--- config.mk ---
export PLATFORM = sky130hd
export DESIGN_NAME = lru_key_value_cache
export DESIGN_NICKNAME = d
export VERILOG_FILES = /design/src/rtl/core/lkv_pkg.sv /design/src/rtl/core/lkv_cell.sv /design/src/rtl/core/lru_key_value_cache.sv
export SDC_FILE = /design/constraint.sdc
export NUM_CORES = 1
export LEC_CHECK = 0
export ABC_AREA = 1
export CAP_MARGIN = 5
export CORE_ASPECT_RATIO = 0.8
export CORE_MARGIN = 4
export CORE_UTILIZATION = 55
export CTS_CLUSTER_DIAMETER = 200
export DETAILED_ROUTE_END_ITERATION = 16
export DONT_BUFFER_PORTS = 1
export PLACE_DENSITY = 0.7
export SLEW_MARGIN = 20
export SYNTH_ARGS = -nofsm -noshare
export SYNTH_HDL_FRONTEND = slang
export SYNTH_SLANG_ARGS = --single-unit
--- constraint.sdc ---
create_clock -name clk -period 7.2 [get_ports clk]
set_input_delay 0.72 -clock clk [delete_from_list [all_inputs] [get_ports clk]]
set_output_delay 0.72 -clock clk [all_outputs]
set_load 0.01 [all_outputs]
--- src/rtl/core/lkv_pkg.sv ---
`timescale 1ns / 1ps
`default_nettype none
// ----------------------------------------------------------------------------
// lkv_pkg: shared definitions for the LRU key/value cache
// Field widths, request codes, register reset value and the cell control
// bundle that the top level hands to every cell of the chain.
// ----------------------------------------------------------------------------
package lkv_pkg;

  localparam int MAX_ENTRIES_DEF = 16;

  localparam int KEY_W = 32;
  localparam int VAL_W = 32;
  localparam int CAP_W = 5;

  localparam logic [CAP_W-1:0] CAP_RESET = 5'd16;

  // Request codes carried on in_tuser.
  localparam logic MODE_GET = 1'b0;
  localparam logic MODE_SET = 1'b1;

  // Value returned by a lookup that finds nothing.
  localparam logic [VAL_W-1:0] MISS_VALUE = {VAL_W{1'b1}};

  // Per-cycle control broadcast to all cells.
  typedef struct packed {
    logic cmp_en;  // capture the key compare result
    logic upd_en;  // shift the recency chain
  } cell_ctl_t;

endpackage
`default_nettype wire

--- src/rtl/core/lkv_cell.sv ---
`timescale 1ns / 1ps
`default_nettype none
// ----------------------------------------------------------------------------
// lkv_cell: one entry of the recency-ordered chain
// Holds a key, a value and a valid bit. The position in the chain is the
// recency rank. On an update the cell takes its neighbor's entry when its
// position is at or below the shift limit.
// ----------------------------------------------------------------------------
module lkv_cell #(
  parameter int IDX_W    = 4,
  parameter int CELL_IDX = 0
) (
  input  wire                          clk,
  input  wire                          rst_n,
  input  wire lkv_pkg::cell_ctl_t      ctl,
  input  wire [IDX_W-1:0]              lim,
  input  wire [lkv_pkg::KEY_W-1:0]     cmp_key,
  input  wire [lkv_pkg::KEY_W-1:0]     prv_key,
  input  wire [lkv_pkg::VAL_W-1:0]     prv_value,
  input  wire                          prv_valid,
  output logic [lkv_pkg::KEY_W-1:0]    key_o,
  output logic [lkv_pkg::VAL_W-1:0]    value_o,
  output logic                         valid_o,
  output logic                         match_o
);

  localparam logic [IDX_W-1:0] MY_IDX = IDX_W'(CELL_IDX);

  logic [lkv_pkg::KEY_W-1:0] key_r;
  logic [lkv_pkg::VAL_W-1:0] value_r;
  logic                      valid_r;
  logic                      match_r;
  logic                      take;

  assign take = ctl.upd_en && (MY_IDX <= lim);

  always_ff @(posedge clk) begin
    if (!rst_n) begin
      valid_r <= 1'b0;
      match_r <= 1'b0;
    end else begin
      if (ctl.cmp_en) begin
        match_r <= valid_r && (key_r == cmp_key);
      end
      if (take) begin
        valid_r <= prv_valid;
      end
    end
  end

  always_ff @(posedge clk) begin
    if (take) begin
      key_r   <= prv_key;
      value_r <= prv_value;
    end
  end

  assign key_o   = key_r;
  assign value_o = value_r;
  assign valid_o = valid_r;
  assign match_o = match_r;

endmodule
`default_nettype wire

--- src/rtl/core/lru_key_value_cache.sv ---
`timescale 1ns / 1ps
`default_nettype none
// Each request beat makes a match-then-shift pass through the cell chain: capture
// (idle), key compare in every cell (match), chain shift (update). No new beat is
// taken until the pass ends; a lookup holds in update for a free output register.
// A lookup result may wait in the output register while the next beat is taken.
// Reset is synchronous and active low: it clears every valid bit, occupancy and
// the request state at once and loads capacity with 16; no clearing pass.
// ----------------------------------------------------------------------------
// lru_key_value_cache: fully associative key/value store with LRU replacement
// A chain of cells kept in recency order: cell 0 is the most recent entry and
// the valid cells always form a prefix of the chain.
// ----------------------------------------------------------------------------
module lru_key_value_cache #(
  parameter int MAX_ENTRIES = lkv_pkg::MAX_ENTRIES_DEF
) (
  input  wire                          clk,
  input  wire                          rst_n,
  // Configuration: capacity register.
  input  wire                          cfg_wr_en,
  input  wire [lkv_pkg::CAP_W-1:0]     cfg_wr_data,
  // Request channel.
  input  wire                          in_tvalid,
  output logic                         in_tready,
  input  wire [63:0]                   in_tdata,  // [31:0] key, [63:32] value
  input  wire                          in_tuser,  // [0] mode (0 get, 1 set)
  // Result channel.
  output logic                         out_tvalid,
  input  wire                          out_tready,
  output logic [31:0]                  out_tdata, // [31:0] read_value
  output logic                         out_tuser  // [0] hit
);

  localparam int IDX_W  = (MAX_ENTRIES > 1) ? $clog2(MAX_ENTRIES) : 1;
  localparam int OCC_W  = $clog2(MAX_ENTRIES + 1);
  localparam int CMP_W  = (OCC_W > lkv_pkg::CAP_W) ? OCC_W : lkv_pkg::CAP_W;
  localparam logic [CMP_W-1:0] MAX_CMP = CMP_W'(MAX_ENTRIES);

  typedef enum logic [1:0] {
    ST_IDLE,
    ST_MATCH,
    ST_UPDATE
  } state_t;

  state_t                       state_r;
  logic                         req_mode_r;
  logic [lkv_pkg::KEY_W-1:0]    req_key_r;
  logic [lkv_pkg::VAL_W-1:0]    req_value_r;
  logic [OCC_W-1:0]             occ_r;
  logic [lkv_pkg::CAP_W-1:0]    cap_r;
  logic                         out_tvalid_r;
  logic [lkv_pkg::VAL_W-1:0]    out_tdata_r;
  logic                         out_tuser_r;

  // Chain taps, each read at its own fixed place.
  logic [lkv_pkg::KEY_W-1:0]    key_a   [MAX_ENTRIES];
  logic [lkv_pkg::VAL_W-1:0]    value_a [MAX_ENTRIES];
  logic [MAX_ENTRIES-1:0]       valid_vec;
  logic [MAX_ENTRIES-1:0]       match_vec;

  lkv_pkg::cell_ctl_t           ctl;
  logic [IDX_W-1:0]             lim;
  logic                         hit_any;
  logic [IDX_W-1:0]             hit_idx;
  logic [lkv_pkg::VAL_W-1:0]    hit_value;
  logic [lkv_pkg::VAL_W-1:0]    head_value;
  logic [CMP_W-1:0]             eff_cap;
  logic                         full;
  logic                         is_set;
  logic                         out_free;
  logic                         proceed;

  // --------------------------------------------------------------------------
  // Hit selection. At most one cell matches because keys are unique among the
  // valid cells, so the index and the value reduce with plain OR trees.
  // --------------------------------------------------------------------------
  always_comb begin
    hit_any   = 1'b0;
    hit_idx   = '0;
    hit_value = '0;
    for (int i = 0; i < MAX_ENTRIES; i++) begin
      hit_any   = hit_any | match_vec[i];
      hit_idx   = hit_idx | (match_vec[i] ? IDX_W'(i) : '0);
      hit_value = hit_value | (match_vec[i] ? value_a[i] : '0);
    end
  end

  // Capacity zero acts as one; anything above the chain length saturates.
  always_comb begin
    eff_cap = CMP_W'(cap_r);
    if (eff_cap == '0) begin
      eff_cap = CMP_W'(1);
    end else if (eff_cap > MAX_CMP) begin
      eff_cap = MAX_CMP;
    end
  end

  assign full     = CMP_W'(occ_r) >= eff_cap;
  assign is_set   = (req_mode_r == lkv_pkg::MODE_SET);
  assign out_free = !out_tvalid_r || out_tready;
  // A lookup only finishes once the output register can take its result.
  assign proceed  = (state_r == ST_UPDATE) && (is_set || out_free);

  // Shift limit: a hit moves its entry to the head; a set miss with room pushes
  // the whole prefix down; a set miss when full drops the least recent entry.
  always_comb begin
    if (hit_any) begin
      lim = hit_idx;
    end else if (!full) begin
      lim = IDX_W'(occ_r);
    end else begin
      lim = IDX_W'(occ_r - OCC_W'(1));
    end
  end

  assign head_value = is_set ? req_value_r : hit_value;
  assign ctl.cmp_en = (state_r == ST_MATCH);
  assign ctl.upd_en = proceed && (hit_any || is_set);

  // --------------------------------------------------------------------------
  // The cell chain. Cell 0 is fed by the head entry built from the request.
  // --------------------------------------------------------------------------
  for (genvar g = 0; g < MAX_ENTRIES; g++) begin : g_cell
    logic [lkv_pkg::KEY_W-1:0] prv_key;
    logic [lkv_pkg::VAL_W-1:0] prv_value;
    logic                      prv_valid;

    if (g == 0) begin : g_head
      assign prv_key   = req_key_r;
      assign prv_value = head_value;
      assign prv_valid = 1'b1;
    end else begin : g_link
      assign prv_key   = key_a[g-1];
      assign prv_value = value_a[g-1];
      assign prv_valid = valid_vec[g-1];
    end

    lkv_cell #(
      .IDX_W    (IDX_W),
      .CELL_IDX (g)
    ) u_cell (
      .clk       (clk),
      .rst_n     (rst_n),
      .ctl       (ctl),
      .lim       (lim),
      .cmp_key   (req_key_r),
      .prv_key   (prv_key),
      .prv_value (prv_value),
      .prv_valid (prv_valid),
      .key_o     (key_a[g]),
      .value_o   (value_a[g]),
      .valid_o   (valid_vec[g]),
      .match_o   (match_vec[g])
    );
  end

  // --------------------------------------------------------------------------
  // Sequencer, request capture, occupancy, capacity and output register.
  // --------------------------------------------------------------------------
  always_ff @(posedge clk) begin
    if (!rst_n) begin
      state_r      <= ST_IDLE;
      occ_r        <= '0;
      cap_r        <= lkv_pkg::CAP_RESET;
      out_tvalid_r <= 1'b0;
    end else begin
      if (cfg_wr_en) begin
        cap_r <= cfg_wr_data;
      end
      if (out_tvalid_r && out_tready) begin
        out_tvalid_r <= 1'b0;
      end
      case (state_r)
        ST_IDLE: begin
          if (in_tvalid) begin
            state_r <= ST_MATCH;
          end
        end
        ST_MATCH: begin
          state_r <= ST_UPDATE;
        end
        ST_UPDATE: begin
          if (proceed) begin
            state_r <= ST_IDLE;
            if (is_set) begin
              if (!hit_any && !full) begin
                occ_r <= occ_r + OCC_W'(1);
              end
            end else begin
              out_tvalid_r <= 1'b1;
            end
          end
        end
        default: begin
          state_r <= ST_IDLE;
        end
      endcase
    end
  end

  always_ff @(posedge clk) begin
    if ((state_r == ST_IDLE) && in_tvalid) begin
      req_mode_r  <= in_tuser;
      req_key_r   <= in_tdata[31:0];
      req_value_r <= in_tdata[63:32];
    end
    if (proceed && !is_set) begin
      out_tdata_r <= hit_any ? hit_value : lkv_pkg::MISS_VALUE;
      out_tuser_r <= hit_any;
    end
  end

  assign in_tready  = (state_r == ST_IDLE);
  assign out_tvalid = out_tvalid_r;
  assign out_tdata  = out_tdata_r;
  assign out_tuser  = out_tuser_r;

`ifndef SYNTH
  // Keys are unique among valid cells, so no two cells can report a match.
  a_single_match: assert property (@(posedge clk) disable iff (!rst_n)
    $onehot0(match_vec))
    else $error("more than one cell matched the request key");

  // The occupancy counter tracks the number of valid cells.
  a_occ_count: assert property (@(posedge clk) disable iff (!rst_n)
    $countones(valid_vec) == int'(occ_r))
    else $error("occupancy does not match the valid cells");

  // A result beat appears only when a lookup finishes its update cycle.
  a_out_source: assert property (@(posedge clk) disable iff (!rst_n)
    $rose(out_tvalid_r) |-> $past(state_r == ST_UPDATE))
    else $error("result beat raised outside the update cycle");

  // A taken request beat always starts a compare cycle.
  a_accept_match: assert property (@(posedge clk) disable iff (!rst_n)
    (in_tvalid && in_tready) |=> (state_r == ST_MATCH))
    else $error("accepted request did not enter the compare cycle");
`endif

endmodule
`default_nettype wire
# Word-level counts from Yosys, hierarchy flattened
# Index checks and enable logic that the tools add are counted.
# word_totals
elab_cells	249
inputBits	75
reg_bits	1167
# classes
order_cmp	18
n_addsub	2
mux	43
n_eq_ne	20
reduce_logical	49
bitwise_logic	44
# ops
op	n
32-bit 2-to-1 mux	17
32-bit equality test	16
32-bit OR	15
4-bit 2-to-1 mux	10
1-bit logical AND	38
4-bit less-or-equal comparator, first input constant	8
4-bit OR	7
3-bit by 4-bit less-or-equal comparator with 1-bit output, first input constant	4
1-bit OR	15
3-bit 2-to-1 mux	4
5-bit 2-to-1 mux	2
3-bit OR	3
1-bit by 4-bit less-or-equal comparator with 1-bit output, first input constant	2
2-bit by 4-bit less-or-equal comparator with 1-bit output, first input constant	2
2-bit 2-to-1 mux	4
2-bit case mux with 3 select lines	1
5-bit by 1-bit adder with 5-bit output, second input constant	1
5-bit greater-or-equal comparator	1
5-bit > comparator, second input constant	1
5-bit zero test	1
1-bit 2-to-1 mux	5
1-bit zero test	4
2-bit inequality test, second input constant	2
3-bit by 4-bit OR with 4-bit output	1
10 further kinds	12

# Logic depth before layout (Yosys ltp)
# Gate-level depths: netlist of the first run.
# depth
word_depth	18
ltp_mapped	17
ltp_nobuf	17

# Hierarchy
# A second synthesis of the first run with hierarchy kept.
# unflattened
hier_cells	4394
area_unflattened_um2	49074.6
# modules_own_cells
mod	area_each_um2	seq_area_each_um2	cells_per_inst	instances
lru_key_value_cache	8129.0	3203.1	1186	1
lkv_cell (g_cell[13].u_cell ...)	2558.7	1961.9	201	2
lkv_cell (g_cell[15].u_cell ...)	2557.5	1961.9	201	2
lkv_cell (g_cell[3].u_cell)	2586.2	1961.9	205	1
lkv_cell (g_cell[2].u_cell)	2566.2	1961.9	202	1
lkv_cell (g_cell[10].u_cell)	2563.7	1961.9	200	1
lkv_cell (g_cell[5].u_cell)	2563.7	1961.9	203	1
lkv_cell (g_cell[7].u_cell)	2560.0	1961.9	201	1
lkv_cell (g_cell[8].u_cell)	2558.7	1961.9	198	1
lkv_cell (g_cell[9].u_cell)	2558.7	1961.9	199	1
lkv_cell (g_cell[11].u_cell)	2556.2	1961.9	201	1
lkv_cell (g_cell[14].u_cell)	2552.4	1961.9	197	1
lkv_cell (g_cell[4].u_cell)	2552.4	1961.9	200	1
lkv_cell (g_cell[12].u_cell)	2551.2	1961.9	200	1
lkv_cell (g_cell[0].u_cell)	2543.7	1961.9	198	1

# Worst setup path before layout of the first run
# Ideal clock, no wire load.
# synth_path
path_type	input to register
start	in in_tvalid
end	reg req_key_r, in the netlist g_cell[0].prv_key[0], enable pin
cell_stages	2
required_time_ns	6.632
arrival_ns	5.166
path_slack_ns	1.466
setup_time_ns	0.568
path_cell_list	inv_1 > nor3_1
# synth_via
elab_chain_len	1
# synth_rtl
item	line_no	rtl
start, declared	lru_key_value_cache.sv:23	input wire in_tvalid,
1-bit logical AND	lru_key_value_cache.sv:202	if ((state_r == ST_IDLE) && in_tvalid) begin
end signal, assigned	lru_key_value_cache.sv:204	req_key_r <= in_tdata[31:0];
end, declared	lru_key_value_cache.sv:47	logic [lkv_pkg::KEY_W-1:0] req_key_r;
# Every way passes these cells.
# A chain may end at the register's enable or synchronous reset.

# Worst setup path in the final report of the first run
# layout_path
start	reg g_cell[13].u_cell.match_r
end	reg g_cell[3].u_cell.value_r, in the netlist g_cell[3].u_cell.value_o[25], enable pin
# layout_via
elab_chain_len	7
elab_cells_between_ends	12
cone_classes	order compare (1); mux (2); bitwise (6); reduce/logical (3)
# layout_rtl
item	line_no	rtl
start, declared	lkv_cell.sv:32	logic match_r;
start signal, assigned	lkv_cell.sv:43	match_r <= valid_r && (key_r == cmp_key);
4-bit 2-to-1 mux	lru_key_value_cache.sv:83	hit_idx = hit_idx | (match_vec[i] ? IDX_W'(i) : '0);
4-bit OR (3 in a row)	lru_key_value_cache.sv:83	
4-bit 2-to-1 mux	lru_key_value_cache.sv:107	if (hit_any) begin
2-bit by 4-bit less-or-equal comparator with 1-bit output	lkv_cell.sv:35	assign take = ctl.upd_en && (MY_IDX <= lim);
1-bit logical AND *	lkv_cell.sv:35	
via g_cell[3].u_cell.take	lkv_cell.sv:33	logic take;
end signal, assigned	lkv_cell.sv:54	value_r <= prv_value;
end, declared	lkv_cell.sv:30	logic [lkv_pkg::VAL_W-1:0] value_r;
# Mark *: on every way through the listed nets, which the timed path passes. The rest lies on a longest branch.

==> metrics, run 1 <==
clock skew=approximately 17 ps; final hold vios=0; routed vias=26,858; GP Congestion=~0.98; clk root buf=clkbuf_16; PostCTS Resize Cnt=0; Slew headroom=24.5%; CTS tree=done; #FFs+latches synth=roughly 1,200; Max Cap Viol=0; first-pass GRT wire length=169,000 um; Setup Viol. Count Final=0; Reg area=34,600 sq um; area of the multi-input gates=10,700 sq um; P_leak=around 17 nW; Design Power=13.6 mW; fmax=about 0.2 GHz; crit share post-route=between 70% and 80%; # port buffers=0; Cells after Synth=approximately 3,300; clk buf depth=3; Total GRT Usage=25.7%; crit path kind=flop to flop; unrepaired setup endpoints after global routing=no; die width=333 um; initial antenna violation count=3; Initial Util=55.9%; worst min path class=primary input to flop; DRT iter0 DRCs=a little over 4,000; I/O pin count=110; outcome=complete, no violations; wire per inst=25.5 um; Filler cells=6,117; H-tree depth=3; measured slew at the worst slew-check pin=1130 ps; Required @ worst endpoint=roughly 7500 ps; peak supply drop=0.229 mV; syn nets=3,372; Startpoint Class=flop; P&R area growth vs syn=10.3%; Critical Path AT=5390 ps; vias in the first global route=25,549; Antenna Violating Nets Remaining=0; post-CTS setup buffers=0; # DRC=0; Mapped Area=46,300 sq um; Post-Syn Area per Cell=roughly 14 sq um; fin. max-slew vios=0; routed vias/inst=5.95; grt ovf=0; clock latency on the worst-skew pair=between 600 and 700 ps; Yosys warnings=0; maximum fanout along the worst path=70; DRT Wirelength=115,000 um; Hold Buf Count CTS=0; Final TNS setup=0 ps; HPWL Detailed=83,900 um; DIE HEIGHT=268 um; core area=around 83,000 sq um; # rows=94; clock-pin slew on the worst setup and hold paths=70 ps; fraction of layout cells with a size suffix above 1=approximately 10%; NumNets Final=3,397; first drt pass iteration count=6; CTS buffer count=109; CTS sink cnt=between 1,000 and 1,500; Die Footprint=89,000 sq um; pin count of the biggest net entering global routing=71; sequential cell area fraction in the yosys report=74.6%; Yosys cell types=48; Cell Pwr Density=~270 nW/um^2; Final Critical Period=5070 ps; Crit. End Element=flop
-- placed cells by master (no fill, tap or decap), types with 19 or more instances in the layout --
cell type  count
a221oi_1      42
nand2_1      609
or2_2         67
nor3_1        53
nor2_1       161
nand3_1      130
a21oi_1       65
buf_4         59
clkbuf_1      26
xor2_1       139
edfxtp_1    1122
clkinv_1      27
o22ai_1       19
o21ai_0       76
a22o_1        57
inv_1         96
nand4_1      126
dfxtp_1       45
clkbuf_16    109
nor4_1        27
xnor2_1      216
-- final timing paths --
path | from | end | slack, ps | cells after the start
hold reg to reg | g_cell[9].u_cell.value_o[3] | g_cell[10].u_cell.value_o[3] | 440 | 0
setup reg to reg | g_cell[13].u_cell.match_o | g_cell[3].u_cell.value_o[25] | 2130 | 13
hold / removal | in_tdata[62] | req_value_r[30] | 120 | 0
setup / recovery | g_cell[13].u_cell.match_o | g_cell[3].u_cell.value_o[25] | 2130 | 13
-- cell type report --
type	count	area share, %
antenna	2	0.00979
clock buffer	143	5.74
clock inverter	58	1.17
inverter	116	0.859
multi-input combinational	1862	21.0
sequential	1167	67.7
tap	1104	2.70
timing repair buffer	59	0.866
-- sequential cells by signal, summed over array words and instances (netlist names), 2 cells and up --
name,flops
g_cell.u_cell.value_o,512
g_cell.u_cell.key_o,512
occ_r,5
out_tdata,32
state_r,2
g_cell.u_cell.match_o,16
g_cell.prv_key,32
req_value_r,32
cap_r,5
g_cell.u_cell.valid_o,16
-- through the flow --
stage | hold WS [ps] | area, sq um | setup slack, ps | instances | util [%]
final | 120 | 51100 | 2130 | 4511 | 61.7
after floorplan | 421 | 46300 | 1470 | 3290 | -
after CTS | 82.0 | 51100 | 2110 | 4509 | 61.6
after detailed placement | 432 | 47600 | 2130 | 4308 | 57.4
after global routing | 81.3 | 51100 | 1720 | 4509 | 61.6
after global placement | 429 | 47600 | 2240 | 4308 | 57.4
-- Yosys cell counts, drive strengths merged --
library cell	count	share of area, %
nor3	54	0.58
or2	67	0.90
o221ai	2	0.038
o22ai	19	0.26
dfxtp	45	1.9
o21ai	78	0.85
xnor2	216	4.1
and3	2	0.027
o211ai	4	0.065
a22o	57	1.1
clkbuf	73	0.59
edfxtp	1122	73
nand2	624	5.2
or4	1	0.016
nor4	27	0.36
a221o	1	0.022
clkinv	5	0.040
nand3	135	1.5
nor2	173	1.6
o2111ai	1	0.019
ha	7	0.19
a21oi	69	0.81
inv	111	0.90
buf	72	0.84
nand4	126	1.7
nor4b	1	0.019
o21bai	1	0.040
a221oi	42	0.79
xor2	139	2.6
nor3b	4	0.065
a211oi	12	0.19
-- metal layers --
| layer | share of wire [%] | track usage (%) | vias up |
|---|---|---|---|
| met2 | 37 | 31.3 | 1526 |
| met4 | 2.0 | 5.84 | 2 |
| met3 | 13 | 8.39 | 174 |
| li1 | - | - | 11947 |
| met5 | 0.011 | 0 | - |
| met1 | 47 | 43.8 | 13209 |
-- cell families after synthesis --
group	synth area share (%)
adder cells (fa/ha/maj)	0.189
XOR/XNOR	6.71
AO/OA/AOI/OAI	4.17
buffers and inverters	2.37
AND/OR/NAND/NOR	11.9
flip-flops	74.6
-- critical path: stages, from the launching register on --
cell and delay (ps):
dfxtp_1 310, buf_4 390, inv_2 100, nand2_1 150, nor2_4 50, nand3_2 60
buf_4 410, o21bai_4 190, inv_4 750, nand2_8 240, nand2_4 740, nor2_1 190
inv_2 500, buf_4 520
-- report_power, final --
part,leakage (nW),internal [mW],switching (mW)
sequential,10.4,7.42,0.0492
clock,1.72,3.23,2.46
combinational,4.52,0.135,0.302
No activity file was read; power rests on OpenSTA's default activity.
==> run 2: changes to the inputs <==
Settings changed: PLACE_DENSITY 0.7 to 0.73.
Clock period 7.2 ns to 4.52 ns, I/O delays scaled along.
==> run 2 against run 1 <==
Die area unchanged. Sequential power grew 59%. Worst hold slack lost 74 ps. Clock power grew 61%. Via count grew 2.8%. Power increased by 60%. Utilization up 1.2 points. Final cell count increased by 1.9%. Largest cell class unchanged. Highest routed layer unchanged.
==> metrics, run 2 (synthesis results as in run 1) <==
core area=82,900 sq um (unchanged); # port buffers=0 (unchanged); WHS=46.3 ps (-73.8 ps); Placement Setup Slack=843 ps (-1290 ps); met3 GRT Util=7.60% (-0.79 points); Crit. End Element=flop; vias in the first global route=26,946 (+5.5%); post-CTS setup buffers=0 (unchanged); fin area=52,100 sq um (+1.9%); # rows=94 (unchanged); R2R depth=16 (+3); peak supply drop=0.369 mV (+61%); Antenna Violating Nets Remaining=0 (unchanged); unrepaired setup endpoints after global routing=no; Setup Viol. Count Final=0 (unchanged); met2 usage=34.6% (+3.3 points); Cell Pwr Density=419 nW/um^2 (+57%); measured slew at the worst slew-check pin=1220 ps (+88.9 ps); die width=333 um (unchanged); first drt pass iteration count=6 (unchanged); Die Footprint=89,000 sq um (unchanged); worst min path class=primary input to flop; cell mode on critical path=nand2_1; commonest non-fill, non-tap cells in the layout=edfxtp_1, nand2_1, xnor2_1; HPWL Detailed=79,600 um (-5.2%); crit-path max cell delay=640 ps (-110 ps); DRT Wirelength=114,000 um (-0.62%); maximum fanout along the worst path=64 (-8.6%); crit path kind=flop to flop; Setup crit end=g_cell[3].u_cell.key_o[8]; clock latency on the worst-skew pair=700 ps (about the same); clk root buf=clkbuf_16; P&R area growth vs syn=12.5%; P_leak=17.0 nW (+2.3%); Initial Util=55.9% (unchanged); crit share post-route=83.7% (+13 points); GP Congestion=0.992 (+1.7%); initial antenna violation count=3 (unchanged); CTS buffer count=108 (-0.92%); DIE HEIGHT=268 um (unchanged); Total GRT Usage=25.5% (-0.24 points); NumNets Final=3,481 (+2.5%); CP startpoint=cap_r[1]; CTS sink cnt=1,167 (unchanged); Slowest-stage cell, CP=buf_4; delay-heaviest family, CP=simple AND/OR/NAND/NOR gates; Filler cells=5,790 (-5.3%); CP Depth=16 (+3); area of the multi-input gates=10,700 sq um (about the same); most common cell after layout, fill and taps aside=edfxtp_1; outcome=complete, no violations; fraction of layout cells with a size suffix above 1=9.94% (+0.13 points); CTS tree=done; placed inst area=47,800 sq um (+0.40%); CP Buf/Inv Count=3 (-3); Max Cap Viol=0 (unchanged); Slew headroom=18.8% (-5.8 points); RR Startpoint=cap_r[1]; Reg area=34,600 sq um (unchanged); wire per inst=24.9 um (-2.5%); # DRC=0 (unchanged); pin count of the biggest net entering global routing=69 (-2.8%); H-tree depth=3 (unchanged); busiest grt layer=met1; worst r2r dst=g_cell[3].u_cell.key_o[8]; first-pass GRT wire length=170,000 um (+0.88%); I/O pin count=110 (unchanged); Final Critical Period=3780 ps (-1280 ps); Required @ worst endpoint=4800 ps (-2730 ps); fin. max-slew vios=0 (unchanged); flop-to-flop setup slack=740 ps (-1400 ps); clock skew=71.4 ps (+54.6 ps); Worst Slack Setup Final=738 ps (-1400 ps); Final TNS setup=0 ps (unchanged); routed vias=27,621 (+2.8%); final design utilization=62.9% (+1.2 points); clock-pin slew on the worst setup and hold paths=60 ps (about the same); routed vias/inst=6.01 (+0.92%); grt ovf=0 (unchanged); final hold vios=0 (unchanged); Startpoint Class=flop; clk buf depth=3 (unchanged); Critical Path AT=4070 ps (-1320 ps); PostCTS Resize Cnt=0 (unchanged); met1 usage=40.2% (-3.6 points); crit path cell chain=or4_1 -> nand2_1 -> nand2_1 -> ha_1 -> nand2_1 -> inv_1 -> nand2_1 -> nand3_2 -> nand2_1 -> nand3_1 -> nand2_1 -> nand2_1 -> nor2_1 -> nor2_1 -> clkinvlp_4 -> buf_4; fmax=0.264 GHz (+34%); DRT iter0 DRCs=4,196 (+1.8%)
run 2: repair_timing:
item / in CTS / in global routing
hold buffers: 72 / 0
endpoints found under the hold margin: 89 / 0
endpoints found under the setup margin: 0 / 0
run 2: layout make-up:
class	count	share of cell area (%)
repair buffers	144	2.63
flip-flops and latches	1167	66.4
inverters	116	0.862
clock inverters	66	1.40
clock buffers	136	5.50
diodes	2	0.00960
multi-input cells	1862	20.6
well taps	1104	2.65
run 2: worst min-delay path by stage:
| stage | from | slack, ps | to | cells past startpoint |
|---|---|---|---|---|
| 3_3_place_gp | g_cell[6].u_cell.value_o[4] | 430 | g_cell[7].u_cell.value_o[4] | 0 |
| 5_1_grt | cfg_wr_data[4] | 30 | cap_r[4] | 2 |
| 2_1_floorplan | g_cell[0].prv_key[0] | 420 | g_cell[0].u_cell.key_o[0] | 0 |
| 3_5_place_dp | g_cell[4].u_cell.value_o[0] | 430 | g_cell[5].u_cell.value_o[0] | 0 |
| 6_report | cfg_wr_data[4] | 50 | cap_r[4] | 2 |
| 4_1_cts | cfg_wr_data[0] | 2 | cap_r[0] | 2 |
run 2: per-stage QoR:
stage	instances	total power, mW
final	4597	21.8
after global routing	4595	22.5
after CTS	4594	21.9
after detailed placement	4320	12.8
after global placement	4320	12.8
after floorplan	3290	12.6
run 2: power by group:
group / total (mW) / switching (mW) / internal (mW)
sequential: 11.9 / 0.112 / 11.8
clock: 9.16 / 4.00 / 5.16
combinational: 0.721 / 0.460 / 0.261
total: 21.8 / 4.57 / 17.2
run 2: routing by layer:
metal	routed length [um]	up-vias
li1	-	12105
met1	48800	13512
met2	46600	1803
met3	16200	199
met4	2850	2
met5	9	-
